### config.mk
export PLATFORM = sky130hd
export DESIGN_NAME = serial_mouse_report_encoder_core
export DESIGN_NICKNAME = d
export VERILOG_FILES = /design/src/design/smre_pkg.sv /design/src/design/smre_front.sv /design/src/design/smre_fifo.sv /design/src/design/smre_back.sv /design/src/design/serial_mouse_report_encoder_core.sv
export VERILOG_INCLUDE_DIRS = /design/src /design/src/design
export SDC_FILE = /design/constraint.sdc
export NUM_CORES = 1
export LEC_CHECK = 0
export ABC_AREA = 1
export BUFFER_PORTS_ARGS = -buffer_cell sky130_fd_sc_hd__buf_4
export CELL_PAD_IN_SITES_DETAIL_PLACEMENT = 1
export CELL_PAD_IN_SITES_GLOBAL_PLACEMENT = 2
export CORE_ASPECT_RATIO = 1.2
export CORE_UTILIZATION = 38
export CTS_BUF_LIST = sky130_fd_sc_hd__clkbuf_16
export DETAILED_ROUTE_END_ITERATION = 12
export PLACE_DENSITY_LB_ADDON = 0.15
export SYNTH_ARGS = -nofsm -noshare
export SYNTH_HDL_FRONTEND = slang
export SYNTH_SLANG_ARGS = --single-unit
### constraint.sdc
create_clock -name clk_i -period 3.45 [get_ports clk_i]
set_input_delay 0.5175 -clock clk_i [delete_from_list [all_inputs] [get_ports clk_i]]
set_output_delay 0.5175 -clock clk_i [all_outputs]
set_load 0.02 [all_outputs]
### src/design/serial_mouse_report_encoder_core_assert.svh
// Assertion macros shared by the serial mouse report encoder modules.
// Expects clk_i and rst_ni in the scope of the module that uses them.
`ifndef SERIAL_MOUSE_REPORT_ENCODER_CORE_ASSERT_SVH
`define SERIAL_MOUSE_REPORT_ENCODER_CORE_ASSERT_SVH

// Clocked property, off while in reset.
`define SMRE_ASSERT(lbl, prop, msg) \
  lbl: assert property (@(posedge clk_i) disable iff (!rst_ni) prop) else $error(msg);

// Condition that must hold at every clock edge out of reset.
`define SMRE_ASSERT_ALWAYS(lbl, expr, msg) \
  lbl: assert property (@(posedge clk_i) disable iff (!rst_ni) (expr)) else $error(msg);

`endif

### src/design/smre_pkg.sv
// Package for the serial mouse report encoder: codes, report type, clamp helper.
// No dependencies.
package smre_pkg;

  localparam int ReportLen  = 5;
  localparam int CntW       = $clog2(ReportLen);
  localparam int QueueDepth = 2;

  localparam logic ReqMove   = 1'b0;
  localparam logic ReqButton = 1'b1;

  localparam logic [1:0] AxisX = 2'd0;
  localparam logic [1:0] AxisY = 2'd1;

  localparam logic [1:0] BtnLeft   = 2'd0;
  localparam logic [1:0] BtnMiddle = 2'd1;
  localparam logic [1:0] BtnRight  = 2'd2;

  localparam logic [2:0] MaskLeft   = 3'h4;
  localparam logic [2:0] MaskMiddle = 3'h2;
  localparam logic [2:0] MaskRight  = 3'h1;
  localparam logic [2:0] ButtonsReleased = 3'h7;

  localparam logic [7:0] SyncByte = 8'h80;

  localparam logic signed [16:0] ClampLo = -17'sd120;
  localparam logic signed [16:0] ClampHi = 17'sd127;

  typedef logic [ReportLen-1:0][7:0] report_t;

  typedef enum logic [1:0] {
    EvNone,
    EvMoveX,
    EvMoveY,
    EvButton
  } event_e;

  function automatic logic [7:0] clamp_delta(input logic signed [16:0] d);
    logic signed [16:0] c;
    if (d < ClampLo) begin
      c = ClampLo;
    end else if (d > ClampHi) begin
      c = ClampHi;
    end else begin
      c = d;
    end
    return c[7:0];
  endfunction

endpackage

### src/design/smre_front.sv
// Front end: accepts pointer events, tracks button bits, builds five-byte reports.
// Depends on smre_pkg.
module smre_front (
  input  logic                  clk_i,
  input  logic                  rst_ni,
  input  logic                  in_valid_i,
  output logic                  in_stall_o,
  input  logic                  req_type_i,
  input  logic [1:0]            move_axis_i,
  input  logic signed [15:0]    move_value_i,
  input  logic [1:0]            button_id_i,
  input  logic                  pressed_i,
  input  logic                  q_full_i,
  output logic                  q_push_o,
  output smre_pkg::report_t     q_data_o
);

  logic [2:0]          buttons_q, buttons_d;
  logic [2:0]          mask;
  logic                accept;
  smre_pkg::event_e    ev;
  logic signed [16:0]  dx, dy;
  logic [7:0]          x1, y1;

  assign in_stall_o = q_full_i;
  assign accept     = in_valid_i & ~q_full_i;

  always_comb begin
    ev   = smre_pkg::EvNone;
    mask = 3'h0;
    if (req_type_i == smre_pkg::ReqMove) begin
      unique case (move_axis_i)
        smre_pkg::AxisX: ev = smre_pkg::EvMoveX;
        smre_pkg::AxisY: ev = smre_pkg::EvMoveY;
        default:         ev = smre_pkg::EvNone;
      endcase
    end else begin
      unique case (button_id_i)
        smre_pkg::BtnLeft:   begin ev = smre_pkg::EvButton; mask = smre_pkg::MaskLeft;   end
        smre_pkg::BtnMiddle: begin ev = smre_pkg::EvButton; mask = smre_pkg::MaskMiddle; end
        smre_pkg::BtnRight:  begin ev = smre_pkg::EvButton; mask = smre_pkg::MaskRight;  end
        default:             ev = smre_pkg::EvNone;
      endcase
    end
  end

  always_comb begin
    buttons_d = buttons_q;
    if (accept && ev == smre_pkg::EvButton) begin
      buttons_d = pressed_i ? (buttons_q & ~mask) : (buttons_q | mask);
    end
  end

  // Y goes out positive upwards; 17 bits hold the negated most negative value
  always_comb begin
    dx = 17'sd0;
    dy = 17'sd0;
    if (ev == smre_pkg::EvMoveX) begin
      dx = 17'(move_value_i);
    end else if (ev == smre_pkg::EvMoveY) begin
      dy = -(17'(move_value_i));
    end
  end

  assign x1 = smre_pkg::clamp_delta(dx);
  assign y1 = smre_pkg::clamp_delta(dy);

  always_comb begin
    q_data_o[0] = smre_pkg::SyncByte | {5'd0, buttons_d};
    q_data_o[1] = x1;
    q_data_o[2] = y1;
    q_data_o[3] = dx[7:0] - x1;
    q_data_o[4] = dy[7:0] - y1;
  end

  assign q_push_o = accept && (ev != smre_pkg::EvNone);

  always_ff @(posedge clk_i or negedge rst_ni) begin
    if (!rst_ni) begin
      buttons_q <= smre_pkg::ButtonsReleased;
    end else begin
      buttons_q <= buttons_d;
    end
  end

endmodule

### src/design/smre_fifo.sv
// Short report queue between front end and byte sequencer.
// Depends on smre_pkg and serial_mouse_report_encoder_core_assert.svh.
`include "serial_mouse_report_encoder_core_assert.svh"

module smre_fifo #(
  parameter int Depth = smre_pkg::QueueDepth
) (
  input  logic              clk_i,
  input  logic              rst_ni,
  input  logic              push_i,
  input  smre_pkg::report_t data_i,
  output logic              full_o,
  input  logic              pop_i,
  output logic              empty_o,
  output smre_pkg::report_t data_o
);

  localparam int AW = (Depth > 1) ? $clog2(Depth) : 1;
  localparam int CW = $clog2(Depth + 1);
  localparam logic [AW-1:0] LastPtr = AW'(Depth - 1);

  smre_pkg::report_t mem_q [Depth];
  logic [AW-1:0] wr_ptr_q, wr_ptr_d, rd_ptr_q, rd_ptr_d;
  logic [CW-1:0] cnt_q, cnt_d;
  logic          do_push, do_pop;

  assign full_o  = (cnt_q == CW'(Depth));
  assign empty_o = (cnt_q == '0);
  assign do_push = push_i & ~full_o;
  assign do_pop  = pop_i & ~empty_o;
  assign data_o  = mem_q[rd_ptr_q];

  always_comb begin
    wr_ptr_d = wr_ptr_q;
    rd_ptr_d = rd_ptr_q;
    cnt_d    = cnt_q;
    if (do_push) begin
      wr_ptr_d = (wr_ptr_q == LastPtr) ? '0 : wr_ptr_q + 1'b1;
    end
    if (do_pop) begin
      rd_ptr_d = (rd_ptr_q == LastPtr) ? '0 : rd_ptr_q + 1'b1;
    end
    if (do_push && !do_pop) begin
      cnt_d = cnt_q + 1'b1;
    end else if (do_pop && !do_push) begin
      cnt_d = cnt_q - 1'b1;
    end
  end

  always_ff @(posedge clk_i or negedge rst_ni) begin
    if (!rst_ni) begin
      wr_ptr_q <= '0;
      rd_ptr_q <= '0;
      cnt_q    <= '0;
    end else begin
      wr_ptr_q <= wr_ptr_d;
      rd_ptr_q <= rd_ptr_d;
      cnt_q    <= cnt_d;
    end
  end

  always_ff @(posedge clk_i) begin
    if (do_push) begin
      mem_q[wr_ptr_q] <= data_i;
    end
  end

  `SMRE_ASSERT_ALWAYS(a_cnt_range, cnt_q <= CW'(Depth), "queue count above depth")
  `SMRE_ASSERT(a_no_overflow, push_i |-> !full_o, "push into full queue")
  `SMRE_ASSERT(a_no_underflow, pop_i |-> !empty_o, "pop from empty queue")
  `SMRE_ASSERT(a_cnt_grow, (push_i && !pop_i) |=> cnt_q == $past(cnt_q) + 1'b1, "count did not grow")

endmodule

### src/design/smre_back.sv
// Byte sequencer: sends the head report one byte per cycle, when not stalled, through an output register.
// Depends on smre_pkg and serial_mouse_report_encoder_core_assert.svh.
`include "serial_mouse_report_encoder_core_assert.svh"

module smre_back (
  input  logic              clk_i,
  input  logic              rst_ni,
  input  logic              head_valid_i,
  input  smre_pkg::report_t head_i,
  output logic              pop_o,
  output logic              out_valid_o,
  input  logic              out_stall_i,
  output logic [7:0]        report_byte_o,
  output logic              last_of_report_o
);

  localparam logic [smre_pkg::CntW-1:0] LastIdx = smre_pkg::CntW'(smre_pkg::ReportLen - 1);

  logic [smre_pkg::CntW-1:0] cnt_q, cnt_d;
  logic                      out_valid_q, out_valid_d;
  logic [7:0]                byte_q;
  logic                      last_q;
  logic                      load, at_last;

  assign at_last = (cnt_q == LastIdx);
  assign load    = head_valid_i & (~out_valid_q | ~out_stall_i);
  assign pop_o   = load & at_last;

  always_comb begin
    cnt_d       = cnt_q;
    out_valid_d = out_valid_q;
    if (load) begin
      cnt_d       = at_last ? '0 : cnt_q + 1'b1;
      out_valid_d = 1'b1;
    end else if (!out_stall_i) begin
      out_valid_d = 1'b0;
    end
  end

  always_ff @(posedge clk_i or negedge rst_ni) begin
    if (!rst_ni) begin
      cnt_q       <= '0;
      out_valid_q <= 1'b0;
    end else begin
      cnt_q       <= cnt_d;
      out_valid_q <= out_valid_d;
    end
  end

  always_ff @(posedge clk_i) begin
    if (load) begin
      byte_q <= head_i[cnt_q];
      last_q <= at_last;
    end
  end

  assign out_valid_o      = out_valid_q;
  assign report_byte_o    = byte_q;
  assign last_of_report_o = last_q;

  `SMRE_ASSERT_ALWAYS(a_cnt_range, cnt_q <= LastIdx, "byte index past report end")
  `SMRE_ASSERT(a_pop_head, pop_o |-> head_valid_i, "pop without a report")
  `SMRE_ASSERT(a_pop_last, pop_o |=> out_valid_q && last_q && cnt_q == '0, "pop not on last byte")

endmodule

### src/design/serial_mouse_report_encoder_core.sv
// Top level of the serial mouse report encoder.
// Depends on smre_pkg, smre_front, smre_fifo and smre_back.
//
// Turns pointer events into five-byte serial mouse reports (sync byte with
// active-low buttons, then x1, y1, x2, y2). An X move, a Y move or a known
// button event produces one report; other axes and unknown buttons are
// accepted and produce nothing. Reports leave one byte per cycle, while
// out_stall_i is low, through a single output register; the front end keeps
// accepting items until the report queue (QueueDepth reports) is full, one
// item per cycle.
module serial_mouse_report_encoder_core #(
  parameter int QueueDepth = smre_pkg::QueueDepth
) (
  input  logic               clk_i,
  input  logic               rst_ni,
  input  logic               in_valid_i,
  output logic               in_stall_o,
  input  logic               req_type_i,
  input  logic [1:0]         move_axis_i,
  input  logic signed [15:0] move_value_i,
  input  logic [1:0]         button_id_i,
  input  logic               pressed_i,
  output logic               out_valid_o,
  input  logic               out_stall_i,
  output logic [7:0]         report_byte_o,
  output logic               last_of_report_o
);

  logic              q_push, q_full, q_pop, q_empty;
  smre_pkg::report_t q_wdata, q_rdata;

  smre_front u_front (
    .clk_i        (clk_i),
    .rst_ni       (rst_ni),
    .in_valid_i   (in_valid_i),
    .in_stall_o   (in_stall_o),
    .req_type_i   (req_type_i),
    .move_axis_i  (move_axis_i),
    .move_value_i (move_value_i),
    .button_id_i  (button_id_i),
    .pressed_i    (pressed_i),
    .q_full_i     (q_full),
    .q_push_o     (q_push),
    .q_data_o     (q_wdata)
  );

  smre_fifo #(
    .Depth (QueueDepth)
  ) u_fifo (
    .clk_i   (clk_i),
    .rst_ni  (rst_ni),
    .push_i  (q_push),
    .data_i  (q_wdata),
    .full_o  (q_full),
    .pop_i   (q_pop),
    .empty_o (q_empty),
    .data_o  (q_rdata)
  );

  smre_back u_back (
    .clk_i            (clk_i),
    .rst_ni           (rst_ni),
    .head_valid_i     (~q_empty),
    .head_i           (q_rdata),
    .pop_o            (q_pop),
    .out_valid_o      (out_valid_o),
    .out_stall_i      (out_stall_i),
    .report_byte_o    (report_byte_o),
    .last_of_report_o (last_of_report_o)
  );

endmodule
==> metrics.log <==
INFO  metric final_wtd_congestion = roughly 0.86
INFO  metric drtPass1Iterations = 4
INFO  metric synth_top_cell_by_area = sky130_fd_sc_hd__edfxtp_1
INFO  metric p_int = 0.00263 W
INFO  metric setup.worst_path.start_class = input pin
INFO  metric place.detailed.instances = approximately 760
INFO  metric cts_setup_buffers = 0
INFO  metric final.hold.worst_slack = 0.392 ns
INFO  metric crit_path_end_kind = register
INFO  metric drive_above_1_share = approximately 20%
INFO  metric clock_latency = between 0.3 and 0.4 ns
INFO  metric ys_warn_count = 0
INFO  metric finalSetupViolCount = 0
INFO  metric worst_setup_hold_path_clk_slew = about 0.070 ns
INFO  metric ios = 37
INFO  metric port-buffer-count = 36
INFO  metric timing.hold.worst.class = input pin to register
INFO  metric synth_cells = 543
INFO  metric num-nets-final = 650
INFO  metric layout_worst_path_cycle_share = 90.1%
INFO  metric post_synth_cell_types = 42
INFO  metric static-leakage-power = ~2.6 nW
INFO  metric finalHoldViolCount = 0
INFO  metric antenna_violating_nets_post_route = 0
INFO  metric die_x = approximately 110 µm
INFO  metric syn_nets = between 500 and 600
INFO  metric power_density = about 700 nW/µm²
INFO  metric globalRouteTotalUtil = 21.3%
INFO  metric routed_wire_length = between 10000 and 15000 µm
INFO  metric grt-ovfl-total = 0
INFO  metric tritoncts.num_buffers = 9
INFO  metric layout.cells.non_filler = ~770
INFO  metric netSwitchingPower = roughly 0.0016 W
INFO  metric maxClockFrequency = between 0.3 and 0.4 GHz
INFO  metric swShare = approximately 37%
INFO  metric signed_area_change_from_the_synthesized_netlist_to_the_final_layout = 18.6%
INFO  metric ctsHtreeMaxLevel = 3
INFO  metric vdd_drop_max = ~620 µV
INFO  metric fp-row-count = 45
INFO  metric clock_sinks = 90
INFO  metric cap_violations = 0
INFO  metric layout.cells.most_common = sky130_fd_sc_hd__nand2_1
INFO  metric combPwrFrac = about 36%
INFO  metric final_period_minus_worst_setup_slack = 3.11 ns
INFO  metric power.clock.fraction = approximately 22%
INFO  metric drt_first_iter_violations = around 130
INFO  metric synthDominantCellAreaShare = a little under half
INFO  metric drc_errors = 0
INFO  metric number_of_global_route_vias_before_repair = between 4000 and 5000
INFO  metric number_of_diodes_added_for_antenna_fixing = 0
INFO  metric criticalPathCategory = input pin to register
INFO  metric clk_root_buffer_cell = sky130_fd_sc_hd__clkbuf_16
INFO  metric fin_setup_tns = 0 ns
INFO  metric worstMarginPinSlew = a little under 0.9 ns
INFO  metric slew-limit-headroom = slightly above 40%
INFO  metric synth.top_cells.by_area = sky130_fd_sc_hd__edfxtp_1 (47%), sky130_fd_sc_hd__nand2_1 (7.9%), sky130_fd_sc_hd__nor2_1 (4.8%)
INFO  metric timing.critical_path.required = roughly 3.6 ns
INFO  metric mostFrequentLayoutCells = sky130_fd_sc_hd__nand2_1 (106), sky130_fd_sc_hd__edfxtp_1 (79), sky130_fd_sc_hd__inv_1 (62), sky130_fd_sc_hd__nor2_1 (62), sky130_fd_sc_hd__buf_4 (59)
INFO  metric ys_ff_latch = 90
INFO  metric synth_area_per_cell = roughly 9.3 µm²
INFO  metric regToRegSetupSlack = 1.22 ns
INFO  metric wire_per_inst = 17.5 µm
INFO  metric die-area = between 10000 and 15000 µm²
INFO  metric sequential_fraction_of_the_synthesis_area = a little over half
INFO  metric tritoncts = built
INFO  metric timing_max_transition_violations_final = 0
INFO  metric crit_arrival = about 3.3 ns
INFO  metric viasPerCell = about 5
INFO  metric largest_net_degree_at_the_start_of_global_routing = 37
INFO  metric wire_length_of_the_first_global_routing_pass = 21700 µm
INFO  metric chipHeight = around 130 µm
INFO  metric detailed_place_hpwl = between 10000 and 15000 µm
INFO  metric fp.coreArea = between 10000 and 15000 µm²
INFO  metric finalClockSkew = 0.00816 ns
INFO  metric ctsLongestPathBuffers = 2
INFO  metric synth.cell_area = approximately 5100 µm²
INFO  metric power_frac_seq = between 40% and 50%
INFO  metric timing.critical_path.fanout_max = 8
INFO  metric outcome = completed
INFO  metric route.vias.total = 3970
INFO  metric start_util = 39.4%
INFO  metric grt_antenna_before_repair = 0
==> area by class of cell <==
cell class	instances	area, µm²
Timing Repair Buffer	62	493
Multi-Input combinational cell	371	2100
Tap cell	164	205
Fill cell	1490	6840
Sequential cell	90	2650
Inverter	70	265
Clock buffer	9	225
Clock inverter	7	60.1
==> flip-flops by register name, indices dropped and copies added (netlist names) <==
name	count
u_back.last_of_report_o	1
u_back.cnt_q	3
u_fifo.rd_ptr_q	1
u_fifo.cnt_q	2
u_back.report_byte_o	8
u_back.out_valid_o	1
u_fifo.wr_ptr_q	1
u_front.buttons_q	3
u_fifo.mem_q	70
==> per-layer routing <==
layer	share of wire (%)	vias to the layer above	GRT usage, %
li1	-	1954	-
met1	42	1933	24.0
met2	54	65	40.7
met3	2.2	18	2.94
met4	2.2	0	7.25
met5	0	-	0
==> cell usage after synthesis <==
master and number:
sky130_fd_sc_hd__nand3_1 32, sky130_fd_sc_hd__inv_1 62, sky130_fd_sc_hd__nor2_4 6, sky130_fd_sc_hd__dfstp_2 3, sky130_fd_sc_hd__o21bai_1 2, sky130_fd_sc_hd__xor2_1 12, sky130_fd_sc_hd__o22ai_1 6, sky130_fd_sc_hd__nor3_4 2
sky130_fd_sc_hd__ha_1 18, sky130_fd_sc_hd__buf_6 1, sky130_fd_sc_hd__o21a_1 2, sky130_fd_sc_hd__a31o_2 1, sky130_fd_sc_hd__nor3_2 1, sky130_fd_sc_hd__o21ai_0 47, sky130_fd_sc_hd__dfrtp_1 8, sky130_fd_sc_hd__nand2_1 106
sky130_fd_sc_hd__clkbuf_1 7, sky130_fd_sc_hd__o21ai_1 1, sky130_fd_sc_hd__nor3_1 4, sky130_fd_sc_hd__o31ai_1 1, sky130_fd_sc_hd__o211ai_1 2, sky130_fd_sc_hd__nor2_2 4, sky130_fd_sc_hd__nor4_1 2, sky130_fd_sc_hd__a221oi_1 1
sky130_fd_sc_hd__nor2_8 1, sky130_fd_sc_hd__inv_4 1, sky130_fd_sc_hd__xnor2_1 4, sky130_fd_sc_hd__buf_2 3, sky130_fd_sc_hd__edfxtp_1 79, sky130_fd_sc_hd__o221ai_1 4, sky130_fd_sc_hd__nand4_1 1, sky130_fd_sc_hd__inv_2 7
sky130_fd_sc_hd__nand2_4 3, sky130_fd_sc_hd__a31oi_1 3, sky130_fd_sc_hd__fa_1 2, sky130_fd_sc_hd__a21oi_1 22, sky130_fd_sc_hd__nor2_1 64, sky130_fd_sc_hd__mux2i_1 6, sky130_fd_sc_hd__nand3_2 2, sky130_fd_sc_hd__buf_1 1
sky130_fd_sc_hd__nand2_2 8, sky130_fd_sc_hd__a41oi_1 1
==> critical path: stages <==
cell and delay (ns):
sky130_fd_sc_hd__buf_4 0.12, sky130_fd_sc_hd__inv_1 0.08, sky130_fd_sc_hd__ha_1 0.19, sky130_fd_sc_hd__nand2_1 0.13
sky130_fd_sc_hd__nor2_4 0.19, sky130_fd_sc_hd__nand2_1 0.07, sky130_fd_sc_hd__nand2_1 0.07, sky130_fd_sc_hd__nand2_1 0.07
sky130_fd_sc_hd__nor3_2 0.21, sky130_fd_sc_hd__nand3_2 0.12, sky130_fd_sc_hd__nand2_4 0.07, sky130_fd_sc_hd__buf_4 0.16
sky130_fd_sc_hd__nand2_2 0.08, sky130_fd_sc_hd__ha_1 0.37, sky130_fd_sc_hd__a21oi_1 0.22, sky130_fd_sc_hd__o21ai_1 0.15
sky130_fd_sc_hd__a21oi_2 0.20, sky130_fd_sc_hd__xor2_1 0.24
==> logic make-up (layout without fill, tap and decap cells) <==
family | Yosys count | in the layout | share of synthesized area, %
and+or+nand+nor | 236 | 236 | 21.7
buffers and inverters | 82 | 148 | 6.36
muxes | 6 | 6 | 1.19
adders and majority gates | 20 | 20 | 5.25
AOI/OAI and AO/OA | 93 | 93 | 10.3
xor gates and xnor gates | 16 | 16 | 2.77
DFF | 90 | 90 | 52.5
==> power by group through the flow <==
stage	Combinational [W]	Sequential [W]	Clock (W)
global placement	0.00149	0.00176	0
floorplan	0.000914	0.00179	0
detailed placement	0.00153	0.00177	0
finish	0.00151	0.00175	0.000932
global route	0.00169	0.00178	0.000989
CTS	0.00154	0.00175	0.000954
==> through the flow <==
stage,util [%],instance area (µm²),setup WS (ns),total power (W)
CTS,46.6,5990,0.135,0.00425
floorplan,-,5050,0.215,0.00271
global placement,44.3,5690,-0.170,0.00325
detailed placement,44.3,5690,-0.225,0.00331
global route,46.7,6000,-0.00774,0.00446
finish,46.7,6000,0.342,0.00419
==> worst paths after layout <==
path,from,endpoint,cells past startpoint
setup / recovery,move_value_i[1],u_fifo.mem_q[0][34],18
setup reg to reg,u_back.cnt_q[1],u_fifo.cnt_q[1],9
max in group asynchronous,rst_ni,u_front.buttons_q[0],2
hold / removal,button_id_i[0],u_front.buttons_q[1],2
hold reg to reg,u_back.out_valid_o,u_back.out_valid_o,2
min in group asynchronous,rst_ni,u_fifo.cnt_q[0],2
==> timing repair <==
item,CTS,global route
hold buffers,1,0
gates resized for setup,0,4
endpoints found under the setup margin,0,2
endpoints found under the hold margin,4,0
No activity file was read; power rests on OpenSTA's default activity.
